===== config.mk =====
export PLATFORM = sky130hd
export DESIGN_NAME = bmfse_mac
export DESIGN_NICKNAME = d
export VERILOG_FILES = /design/src/assert_macros.svh /design/src/bmfse_pkg.sv /design/src/bmfse_mac.sv
export SDC_FILE = /design/constraint.sdc
export NUM_CORES = 1
export LEC_CHECK = 0
export ABC_AREA = 1
export BUFFER_PORTS_ARGS = -buffer_cell sky130_fd_sc_hd__buf_4
export CORE_MARGIN = 2
export CORE_UTILIZATION = 45
export CTS_CLUSTER_DIAMETER = 120
export CTS_CLUSTER_SIZE = 24
export DETAILED_ROUTE_END_ITERATION = 7
export GPL_TIMING_DRIVEN = 0
export PLACE_DENSITY = 0.67
export SYNTH_ARGS = -nofsm -noshare
export SYNTH_HDL_FRONTEND = slang
export SYNTH_SLANG_ARGS = --single-unit

===== constraint.sdc =====
create_clock -name clk -period 8.8 [get_ports clk]
set_input_delay 0.44 -clock clk [delete_from_list [all_inputs] [get_ports clk]]
set_output_delay 0.44 -clock clk [all_outputs]
set_load 0.1 [all_outputs]

===== src/assert_macros.svh =====
// Assertion helpers shared by the RTL
`ifndef ASSERT_MACROS_SVH
`define ASSERT_MACROS_SVH

// Same-cycle implication, off while reset is held
`define ASSERT_IMPLIES(label, clk, rst_n, ante, cons, msg) \
  label: assert property (@(posedge clk) disable iff (!rst_n) (ante) |-> (cons)) \
    else $error(msg);

// Next-cycle implication, off while reset is held
`define ASSERT_NEXT(label, clk, rst_n, ante, cons, msg) \
  label: assert property (@(posedge clk) disable iff (!rst_n) (ante) |=> (cons)) \
    else $error(msg);

`endif


===== src/bmfse_pkg.sv =====
package bmfse_pkg;

  // Default table sizes
  localparam int DEF_MAX_DIMS   = 16;
  localparam int DEF_MAX_USERS  = 1024;
  localparam int DEF_MAX_VIDEOS = 1024;

  // Field widths
  localparam int MODE_W      = 3;
  localparam int ID_W        = 10;
  localparam int EL_W        = 4;
  localparam int Q_W         = 16;
  localparam int DIMS_CFG_W  = 5;
  localparam int COUNT_CFG_W = 11;
  localparam int CFG_IDX_W   = 2;
  localparam int TOTAL_W     = 63;
  localparam int CNT_W       = 32;
  localparam int MAG_W       = 32;
  localparam int SQ_W        = 64;
  // Widths wide enough to compare ids with table sizes below 2**21 and element indexes with sizes below 2**9
  localparam int ID_EXT_W    = 21;
  localparam int EL_EXT_W    = 9;

  // Register reset values
  localparam logic [DIMS_CFG_W-1:0]  DIMS_RST  = 5'd16;
  localparam logic [COUNT_CFG_W-1:0] COUNT_RST = 11'd1024;

  // Request modes
  typedef enum logic [MODE_W-1:0] {
    MODE_USER_FAC   = 3'd0,
    MODE_VIDEO_FAC  = 3'd1,
    MODE_USER_BIAS  = 3'd2,
    MODE_VIDEO_BIAS = 3'd3,
    MODE_SCORE      = 3'd4,
    MODE_REPORT     = 3'd5
  } mode_t;

  // Configuration register indexes
  typedef enum logic [CFG_IDX_W-1:0] {
    CFG_DIMS        = 2'd0,
    CFG_USER_COUNT  = 2'd1,
    CFG_VIDEO_COUNT = 2'd2,
    CFG_GLOBAL_BIAS = 2'd3
  } cfg_idx_t;

  // Commands from the request decode and the sequencer to the error/total unit
  typedef struct packed {
    logic calc;
    logic reject;
    logic report;
  } err_cmd_t;

endpackage


===== src/bmfse_mac.sv =====
module bmfse_mac #(
  parameter int DOT_W = 37
) (
  input  logic                                clk,
  input  logic                                rst_n,
  input  logic                                clr,
  input  logic                                issue,
  input  logic signed [bmfse_pkg::Q_W-1:0]    a,
  input  logic signed [bmfse_pkg::Q_W-1:0]    b,
  output logic                                busy,
  output logic signed [DOT_W-1:0]             dot
);

  import bmfse_pkg::*;

  logic                       vld_d1_r;
  logic                       prod_vld_r;
  logic signed [2*Q_W-1:0]    prod_r;
  logic signed [DOT_W-1:0]    dot_r;

  // Valid flags for the read data and the product, registered behind the issue
  always_ff @(posedge clk) begin
    if (!rst_n) begin
      vld_d1_r   <= 1'b0;
      prod_vld_r <= 1'b0;
    end else begin
      vld_d1_r   <= issue;
      prod_vld_r <= vld_d1_r;
    end
  end

  // Multiply the factor pair read from memory
  always_ff @(posedge clk) begin
    if (vld_d1_r) begin
      prod_r <= a * b;
    end
  end

  // Accumulate products, clear at the start of a record
  always_ff @(posedge clk) begin
    if (clr) begin
      dot_r <= '0;
    end else if (prod_vld_r) begin
      dot_r <= dot_r + DOT_W'(prod_r);
    end
  end

  assign busy = vld_d1_r | prod_vld_r;
  assign dot  = dot_r;

endmodule


==> results_dict.tcl <==
set metrics [dict create \
    outcome "complete, no violations" \
    avgRoutedWirePerCell_um 16.93 \
    synth_area_per_cell_um2 7.494 \
    layout-drive-gt1-share 0.05529 \
    max-cap-violations 0 \
    total_inserted_antenna_cells 0 \
    tritoncts_clock_tree "built" \
    drt_first_iter_violations 810 \
    max_freq_mhz 151.7 \
    critical_path.max_stage_delay_ps 740 \
    firstDrtPassIters 5 \
    crit_path_max_fanout 10 \
    number_of_antenna_violations_at_the_first_check_in_global_routing 0 \
    total_neg_setup_slack_ps 0 \
    cp-endpoint "prod_r[25]$_DFFE_PP_" \
    timing.final.crit_period_ps 6590 \
    ff_latch_count_synth 71 \
    antenna_left 0 \
    core_area_um2 33620 \
    die_width_um 188.9 \
    final_cell_mix "sky130_fd_sc_hd__inv_1, sky130_fd_sc_hd__nand2_1, sky130_fd_sc_hd__fa_1" \
    remaining_overflow_grt 0 \
    clockBufferDepth 2 \
    fin_worst_skew_ps 18.54 \
    area_delta_synth_final_pct 7.616 \
    crit_path_end_kind "flip-flop" \
    timing_worst_setup_path_type "primary input to flip-flop" \
    post-place-ws_ps 1902 \
    post_cts.repair.setup_buffers 0 \
    critPathArrivalTime_ps 6750 \
    cts.htree.levels 3 \
    tritoncts_num_sinks 71 \
    grt_max_degree 35 \
    mostFrequentLayoutCell "sky130_fd_sc_hd__inv_1" \
    critical_path.reg2reg.startpoint "prod_r[0]$_DFFE_PP_" \
    clock_latency_ps 350 \
    setup_viol_count_final 0 \
    cp_data_required_time_ps 8960 \
    drv_slew 0 \
    final_cells 2564 \
    globalRouteTotalUtil 0.2562 \
    path_clk_slew_ps 60 \
    drt-vias-per-instance 5.097 \
    grt_pass1_vias 13790 \
    floorplan.initialDensity 0.4579 \
    finish.net_count 2528 \
    drc 0 \
    netlist_instances 2054 \
    finalWirelength_um 43400 \
    critical_path.cell_chain "clkbuf_1, clkbuf_1, nand2_1, fa_1, inv_1, fa_1, fa_1, fa_1, fa_1, fa_1, ha_1, nand2_1, nor2_1, inv_1, nor2_1, nand4_1, nand3_1, nand2_1, nand2_1, xor2_1" \
    hold_viol_final 0 \
    post_cts_hold_fix_bufs 0 \
    timing.critical_path.slowest_stage_cell "sky130_fd_sc_hd__fa_1" \
    route.vias.total 13070 \
    ff2ff_setup_slack_ps 6100 \
    placement.io_buffers 46 \
    ctsRootBufferMaster "sky130_fd_sc_hd__clkbuf_16" \
    min-delay-start "issue" \
    critical_path.most_common_cell "sky130_fd_sc_hd__fa_1" \
    synth_area_um2 15390 \
    wire_length_of_the_first_global_routing_pass_um 71500 \
    die_area_um2 35700 \
    timing.rr.end "dot[26]$_SDFFE_PP0P_" \
    timing.final.crit_share 0.7489 \
    yosysWarnings 0 \
    worst_slew_slack_as_a_fraction_of_its_limit 0.4740 \
    post-route-worst-setup-slack_ps 2210 \
    worst_pin_slew_ps 789.0 \
    rsz0062_at_grt "false" \
    die_h_um 188.9 \
    synth_fp_nets 2471 \
    hold_path.class "primary input to flip-flop" \
    seq_area_frac_synth 0.1132 \
    final_replace_weighted_congestion 0.9828 \
    setup.worst_path.start_class "primary input" \
    post_synthesis_cell_type_count 46 \
    seqCellArea_um2 1743 \
    rows 67 \
    cts-buffers-inserted 9 \
    timing.reg2reg.worst_path_depth 13 \
    dp_hpwl_um 36860 \
    fillerInstances 3383 \
    setup.worst_path.start "b[5]" \
    ioPinCount 74 \
    footprint_of_the_multi_input_gates_um2 11330 \
    cts-resized-gates 0 \
    place_inst 2548 \
]
[final cells by class]
cell class              count  area share
plain buffers              70     0.01677
clock buffers              10     0.01382
clock inverters             6    0.002191
inverters                 545      0.1235
multi-input cells        1368      0.6838
flip-flops and latches     71      0.1052
well taps                 448     0.03384
repair buffers             46     0.02085
[sequential cells by signal (all words and copies together) (netlist names)]
register,cells
prod_vld_r,1
vld_d1_r,1
dot,37
prod_r,32
[worst min-delay path by stage]
| stage | to | slack, ps | depth (start not counted) |
|---|---|---|---|
| floorplan | vld_d1_r$_SDFF_PN0_ | 530 | 2 |
| global placement | dot[36]$_SDFFE_PP0P_ | 500 | 2 |
| detailed placement | dot[36]$_SDFFE_PP0P_ | 520 | 2 |
| CTS | prod_vld_r$_SDFF_PN0_ | 290 | 3 |
| global route | vld_d1_r$_SDFF_PN0_ | 300 | 3 |
| finish | vld_d1_r$_SDFF_PN0_ | 290 | 3 |
[stage by stage]
step | hold WS, ps | cell area, µm² | utilization
floorplan | 533.5 | 15390 | -
global placement | 500.1 | 16300 | 0.4848
detailed placement | 521.4 | 16300 | 0.4848
CTS | 286.4 | 16560 | 0.4927
global route | 300.7 | 16560 | 0.4928
finish | 285.8 | 16560 | 0.4928
[cell usage after synthesis (all sizes together)]
library cell / number / area, µm²
edfxtp: 32 / 960.9
o21bai: 16 / 131.4
a211oi: 1 / 7.510
o211ai: 2 / 15.01
nand3b: 5 / 37.54
a21oi: 73 / 402.9
clkbuf: 67 / 261.5
o221ai: 3 / 26.28
nand2: 494 / 1882
a21boi: 3 / 22.52
dfxtp: 39 / 780.8
xor2: 37 / 324.1
nor3: 9 / 66.32
nor4: 3 / 25.02
nand4: 15 / 100.1
xnor2: 11 / 96.34
a21o: 9 / 67.56
or2: 9 / 56.30
a31oi: 3 / 18.77
nand3: 64 / 330.3
ha: 118 / 1476
fa: 263 / 5265
o21ai: 55 / 279.0
buf: 3 / 16.26
inv: 545 / 2046
nor2: 172 / 673.2
o21a: 1 / 7.510
o211a: 1 / 10.01
and2: 1 / 6.260
[cells by family (layout without fill, tap and decap cells)]
logic type	count (synthesis)	after routing	share of synthesized area
buf+inv	615	677	0.1510
xor+xnor	48	48	0.02731
flops	71	71	0.1132
fa+ha+maj	381	381	0.4380
simple gates	772	772	0.2064
compound gates	167	167	0.06422
[critical path: cells and delay by family]
family / cells / cell delay, ps
xor gates and xnor gates: 1 / 220
buffers and inverters: 4 / 1230
and+or+nand+nor: 8 / 1190
adders and majority gates: 7 / 3660
[per-layer routing]
| metal | up-vias | track usage | part of all wire |
|---|---|---|---|
| li1 | 6152 | - | - |
| met1 | 6371 | 0.3314 | 0.42 |
| met2 | 472 | 0.4497 | 0.49 |
| met3 | 74 | 0.02873 | 0.063 |
| met4 | 0 | 0.08023 | 0.028 |
| met5 | - | 0 | 0 |
Power is left out: the tool's default activity adds up to more than one toggle a clock period on the data nets, which glitch-free logic cannot reach.
