--- config.mk ---
export PLATFORM = sky130hd
export DESIGN_NAME = bmfse_err
export DESIGN_NICKNAME = d
export VERILOG_FILES = /design/src/assert_macros.svh /design/src/bmfse_pkg.sv /design/src/bmfse_err.sv
export SDC_FILE = /design/constraint.sdc
export NUM_CORES = 2
export LEC_CHECK = 0
export BUFFER_PORTS_ARGS = -buffer_cell sky130_fd_sc_hd__buf_4
export CORE_MARGIN = 1.5
export CORE_UTILIZATION = 25
export CTS_CLUSTER_DIAMETER = 40
export DETAILED_ROUTE_END_ITERATION = 12
export PLACE_DENSITY = 0.45
export SLEW_MARGIN = 20
export SYNTH_ARGS = -nofsm -noshare
export SYNTH_HDL_FRONTEND = slang
export SYNTH_SLANG_ARGS = --single-unit
--- constraint.sdc ---
create_clock -name clk -period 10.9 [get_ports clk]
set_input_delay 2.725 -clock clk [delete_from_list [all_inputs] [get_ports clk]]
set_output_delay 2.725 -clock clk [all_outputs]
set_load 0.02 [all_outputs]
--- src/assert_macros.svh ---
// Assertion helpers shared by the RTL
`ifndef ASSERT_MACROS_SVH
`define ASSERT_MACROS_SVH

// Same-cycle implication, off while reset is held
`define ASSERT_IMPLIES(label, clk, rst_n, ante, cons, msg) \
  label: assert property (@(posedge clk) disable iff (!rst_n) (ante) |-> (cons)) \
    else $error(msg);

// Next-cycle implication, off while reset is held
`define ASSERT_NEXT(label, clk, rst_n, ante, cons, msg) \
  label: assert property (@(posedge clk) disable iff (!rst_n) (ante) |=> (cons)) \
    else $error(msg);

`endif

--- src/bmfse_pkg.sv ---
package bmfse_pkg;

  // Default table sizes
  localparam int DEF_MAX_DIMS   = 16;
  localparam int DEF_MAX_USERS  = 1024;
  localparam int DEF_MAX_VIDEOS = 1024;

  // Field widths
  localparam int MODE_W      = 3;
  localparam int ID_W        = 10;
  localparam int EL_W        = 4;
  localparam int Q_W         = 16;
  localparam int DIMS_CFG_W  = 5;
  localparam int COUNT_CFG_W = 11;
  localparam int CFG_IDX_W   = 2;
  localparam int TOTAL_W     = 63;
  localparam int CNT_W       = 32;
  localparam int MAG_W       = 32;
  localparam int SQ_W        = 64;
  // Widths wide enough to compare ids with table sizes below 2**21 and element indexes with sizes below 2**9
  localparam int ID_EXT_W    = 21;
  localparam int EL_EXT_W    = 9;

  // Register reset values
  localparam logic [DIMS_CFG_W-1:0]  DIMS_RST  = 5'd16;
  localparam logic [COUNT_CFG_W-1:0] COUNT_RST = 11'd1024;

  // Request modes
  typedef enum logic [MODE_W-1:0] {
    MODE_USER_FAC   = 3'd0,
    MODE_VIDEO_FAC  = 3'd1,
    MODE_USER_BIAS  = 3'd2,
    MODE_VIDEO_BIAS = 3'd3,
    MODE_SCORE      = 3'd4,
    MODE_REPORT     = 3'd5
  } mode_t;

  // Configuration register indexes
  typedef enum logic [CFG_IDX_W-1:0] {
    CFG_DIMS        = 2'd0,
    CFG_USER_COUNT  = 2'd1,
    CFG_VIDEO_COUNT = 2'd2,
    CFG_GLOBAL_BIAS = 2'd3
  } cfg_idx_t;

  // Commands from the request decode and the sequencer to the error/total unit
  typedef struct packed {
    logic calc;
    logic reject;
    logic report;
  } err_cmd_t;

endpackage

--- src/bmfse_err.sv ---
module bmfse_err #(
  parameter int DOT_W = 37
) (
  input  logic                                  clk,
  input  logic                                  rst_n,
  input  bmfse_pkg::err_cmd_t                   cmd,
  input  logic signed [bmfse_pkg::Q_W-1:0]      rating,
  input  logic signed [bmfse_pkg::Q_W-1:0]      user_bias,
  input  logic signed [bmfse_pkg::Q_W-1:0]      video_bias,
  input  logic signed [bmfse_pkg::Q_W-1:0]      global_bias,
  input  logic signed [DOT_W-1:0]               dot,
  output logic                                  busy,
  output logic                                  out_valid,
  input  logic                                  out_ready,
  output logic [bmfse_pkg::TOTAL_W-1:0]         out_squared_error_total,
  output logic [bmfse_pkg::CNT_W-1:0]           out_records_scored,
  output logic [bmfse_pkg::CNT_W-1:0]           out_records_rejected
);

  import bmfse_pkg::*;

  localparam int EW   = DOT_W + 1;
  localparam int E12W = EW - 12;
  localparam logic signed [63:0] SAT_HI = 64'sh0000_0000_7FFF_FFFF;
  localparam logic signed [63:0] SAT_LO = -64'sh0000_0000_8000_0000;

  logic signed [Q_W+1:0]  bias_sum;
  logic signed [EW-1:0]   bias24;
  logic signed [EW-1:0]   err24;
  logic signed [E12W-1:0] err12;
  logic signed [63:0]     err64;
  logic [MAG_W-1:0]       err_sat;
  logic [MAG_W-1:0]       mag_nxt;
  logic [SQ_W-1:0]        sum64;
  logic [TOTAL_W-1:0]     total_nxt;

  logic                   mag_vld_r;
  logic                   sq_vld_r;
  logic [MAG_W-1:0]       mag_r;
  logic [SQ_W-1:0]        sq_r;
  logic [TOTAL_W-1:0]     total_r;
  logic [CNT_W-1:0]       scored_r;
  logic [CNT_W-1:0]       rejected_r;
  logic                   out_valid_r;
  logic [TOTAL_W-1:0]     out_total_r;
  logic [CNT_W-1:0]       out_scored_r;
  logic [CNT_W-1:0]       out_rejected_r;

  // Form the error at Q.24, floor-shift to Q.12, saturate and take magnitude
  always_comb begin
    bias_sum = (Q_W+2)'(rating) - (Q_W+2)'(user_bias) - (Q_W+2)'(video_bias)
             - (Q_W+2)'(global_bias);
    bias24   = EW'(bias_sum) <<< 12;
    err24    = bias24 - EW'(dot);
    err12    = err24[EW-1:12];
    err64    = 64'(err12);
    if (err64 > SAT_HI) begin
      err_sat = 32'h7FFF_FFFF;
    end else if (err64 < SAT_LO) begin
      err_sat = 32'h8000_0000;
    end else begin
      err_sat = err64[MAG_W-1:0];
    end
    mag_nxt = err_sat[MAG_W-1] ? (~err_sat + 32'd1) : err_sat;
  end

  // Saturating add of the square into the total
  always_comb begin
    sum64     = {1'b0, total_r} + sq_r;
    total_nxt = sum64[SQ_W-1] ? '1 : sum64[TOTAL_W-1:0];
  end

  // Advance the error pipeline
  always_ff @(posedge clk) begin
    if (!rst_n) begin
      mag_vld_r <= 1'b0;
      sq_vld_r  <= 1'b0;
    end else begin
      mag_vld_r <= cmd.calc;
      sq_vld_r  <= mag_vld_r;
    end
  end

  always_ff @(posedge clk) begin
    if (cmd.calc) begin
      mag_r <= mag_nxt;
    end
    if (mag_vld_r) begin
      sq_r <= mag_r * mag_r;
    end
  end

  // Totals: accumulate, count, report and clear
  always_ff @(posedge clk) begin
    if (!rst_n) begin
      total_r    <= '0;
      scored_r   <= '0;
      rejected_r <= '0;
    end else if (cmd.report) begin
      total_r    <= '0;
      scored_r   <= '0;
      rejected_r <= '0;
    end else begin
      if (sq_vld_r) begin
        total_r <= total_nxt;
        if (scored_r != '1) begin
          scored_r <= scored_r + CNT_W'(1);
        end
      end
      if (cmd.reject && rejected_r != '1) begin
        rejected_r <= rejected_r + CNT_W'(1);
      end
    end
  end

  // Output register, holds the report until taken
  always_ff @(posedge clk) begin
    if (!rst_n) begin
      out_valid_r <= 1'b0;
    end else if (cmd.report) begin
      out_valid_r <= 1'b1;
    end else if (out_ready) begin
      out_valid_r <= 1'b0;
    end
  end

  always_ff @(posedge clk) begin
    if (cmd.report) begin
      out_total_r    <= total_r;
      out_scored_r   <= scored_r;
      out_rejected_r <= rejected_r;
    end
  end

  assign busy                    = mag_vld_r | sq_vld_r;
  assign out_valid               = out_valid_r;
  assign out_squared_error_total = out_total_r;
  assign out_records_scored      = out_scored_r;
  assign out_records_rejected    = out_rejected_r;

endmodule
==> flow_metrics.env <==
export IMPL_vias=31800
export IMPL_hold_path_class="flop to flop"
export IMPL_critical_path_class="flop to flop"
export IMPL_setup_viol=0
export IMPL_post_place_cells=7285
export IMPL_max_freq_mhz=107
export IMPL_grt_max_degree=67
export IMPL_async_reset_ff_share_pct=0
export IMPL_period_minus_slack_ns=9.39
export IMPL_fin_area_sq_um=52900
export IMPL_cts_sinks=350
export IMPL_cp_slowest_cell="edfxtp_1"
export IMPL_critPathRequiredTime_ns=11.25
export IMPL_drtIter0Drc=1705
export IMPL_nNetsFinal=6260
export IMPL_drc=0
export IMPL_numCtsBuffers=69
export IMPL_max_stage_delay_ns=0.93
export IMPL_cts_hold_buf=0
export IMPL_antenna_found_initial=3
export IMPL_cp_buffers_inverters=9
export IMPL_ys_flop_type="edfxtp_1"
export IMPL_finalNonFillerCells=7412
export IMPL_synth_seq_cells=350
export IMPL_crit_path_start_kind="flop"
export IMPL_start_util_pct=25.2
export IMPL_synth_top_area_cell="fa_1"
export IMPL_drtAntennaViolNets=0
export IMPL_worstPathMaxFanout=19
export IMPL_hold_viol_final=0
export IMPL_finalWirelength_mm=127
export IMPL_grt_first_pass_wirelength_mm=198
export IMPL_cts_clk_slew_worst_paths_ns=0.05
export IMPL_fp_coreArea_sq_um=181000
export IMPL_rsz0062_at_grt="no"
export IMPL_antenna_cells=0
export IMPL_netlist_area_sq_um=45800
export IMPL_synth_common_cells="inv_1 (1099), fa_1 (787), ha_1 (380), nand2_1 (377), a21oi_1 (228)"
export IMPL_worst_ep_arrival_time_ns=9.74
export IMPL_worstSkewPairLatency_ns=0.68
export IMPL_highest_layer="met4"
export IMPL_met2_length_mm=55.7
export IMPL_wl_met1_mm=61.5
export IMPL_synth_area_top_cells="fa_1 (34%), edfxtp_1 (14%), ha_1 (10%), inv_1 (9.0%), dfxtp_1 (5.7%)"
export IMPL_gp_congestion=0.833
export IMPL_overflow=0
export IMPL_end_kind="flop"
export IMPL_h_tree_depth=3
export IMPL_wl_met3_mm=7.21
export IMPL_die_h_microns=431
export IMPL_die_area_sq_um=186000
export IMPL_worst_pin_slew_ns=1.02
export IMPL_postSynthAreaPerCell_sq_um=9.70
export IMPL_drv_cap=0
export IMPL_clock_path_buffers=3
export IMPL_synth_most_common_cell="inv_1"
export IMPL_yosysWarnings=0
export IMPL_synthDominantCellAreaShare_pct=34.4
export IMPL_clock_skew_ns=0.0687
export IMPL_synth_edf_count=220
export IMPL_ios=236
export IMPL_cts_resized=0
export IMPL_slew_viol_final=0
export IMPL_fin_setup_tns_ns=0
export IMPL_yosysUniqueCellTypes=88
export IMPL_post_dp_cell_area_sq_um=50500
export IMPL_synth_yosys_seq_area_share_pct=20.1
export IMPL_dp_hpwl_mm=104
export IMPL_drive_above_1_share_pct=9.08
export IMPL_via_per_inst=4.30
export IMPL_period_share_pct=86.1
export IMPL_cts_tree="built"
export IMPL_status="complete, no violations"
export IMPL_num_rows=156
export IMPL_grt_total_usage_pct=13.8
export IMPL_syn_instance_count=4719
export IMPL_grt_pass1_vias=34200
export IMPL_syn_to_final_growth_pct=15.6
export IMPL_die_x_microns=431
export IMPL_io_buffer_count=235
export IMPL_wl_per_cell_microns=17.1
export IMPL_cts_root_buf="clkbuf_16"
export IMPL_drtPass1Iterations=5
export IMPL_crit_family="adder cells"
export IMPL_relSlewSlack_pct=32.0
export IMPL_post_cts_buffers=0
## logic make-up (layout without fill, tap and decap cells)
group	count (synthesis)	count (layout)	share of synthesized area, %
xor gates and xnor gates	236	236	4.52
buffers and inverters	1254	1520	10.3
and+or+nand+nor	1029	1029	10.8
other	2	59	0.0164
adders and majority gates	1167	1167	44.8
DFF	350	350	20.1
muxes	7	7	0.159
AOI/OAI and AO/OA	674	674	9.24
## stage by stage
stage	utilization (%)	worst slack [ns]	hold WS, ns
global route	29.2	0.956	0.485
detailed placement	27.9	1.47	0.455
floorplan	-	2.46	0.424
finish	29.2	1.51	0.465
CTS	29.2	1.41	0.468
global placement	27.9	1.61	0.455
## state kept, by name (all words and copies together), names as in the netlist
name / cells
mag_r: 30
mag_vld_r: 1
out_records_rejected: 32
rejected_r: 32
total_r: 63
scored_r: 32
out_records_scored: 32
sq_vld_r: 1
sq_r: 63
out_valid: 1
out_squared_error_total: 63
## final timing paths
check | start | endpoint | slack (ns) | cells past startpoint
worst max-delay path | mag_r[4] | sq_r[61] | 1.51 | 29
worst min-delay path | total_r[10] | out_squared_error_total[10] | 0.47 | 0
worst max register to register | mag_r[4] | sq_r[61] | 1.51 | 29
worst min register to register | total_r[10] | out_squared_error_total[10] | 0.47 | 0
## area by class of cell
type                            instances  area, sq um
Tap cell                             2370         2970
Inverter                             1105         4150
Sequential cell                       350         9210
Multi-Input combinational cell       3172        32100
Clock buffer                           82         1850
Timing Repair Buffer                  288         2170
Fill cell                           19100       128000
Clock inverter                         45          479
## metal layers
| metal | up-vias | GRT usage, % |
|---|---|---|
| met5 | - | 0 |
| met4 | 0 | 3.04 |
| met3 | 124 | 2.75 |
| met2 | 754 | 21.7 |
| met1 | 15700 | 19.4 |
| li1 | 15300 | - |
## layout by cell type, fill, tap and decap left out, drive strengths merged, types with 6 or more instances in the layout
master	count
nand3	63
dfxtp	130
clkbuf	82
conb	59
nor4	11
xnor2	133
inv	1119
nand2b	12
o21bai	29
o21a	29
a21o	100
nor2	226
and3	27
edfxtp	220
o211ai	10
a21boi	6
or2	22
ha	380
nand4	33
a21oi	230
o31ai	7
o21ai	155
nor2b	22
a221o	6
nand2	377
nor3	29
a31oi	25
buf	288
xor2	103
and4	9
fa	787
clkinv	22
or3	17
a22oi	6
a211oi	14
and2	162
Power is left out: the tool's default activity adds up to more than one toggle a clock period on the data nets, which glitch-free logic cannot reach.
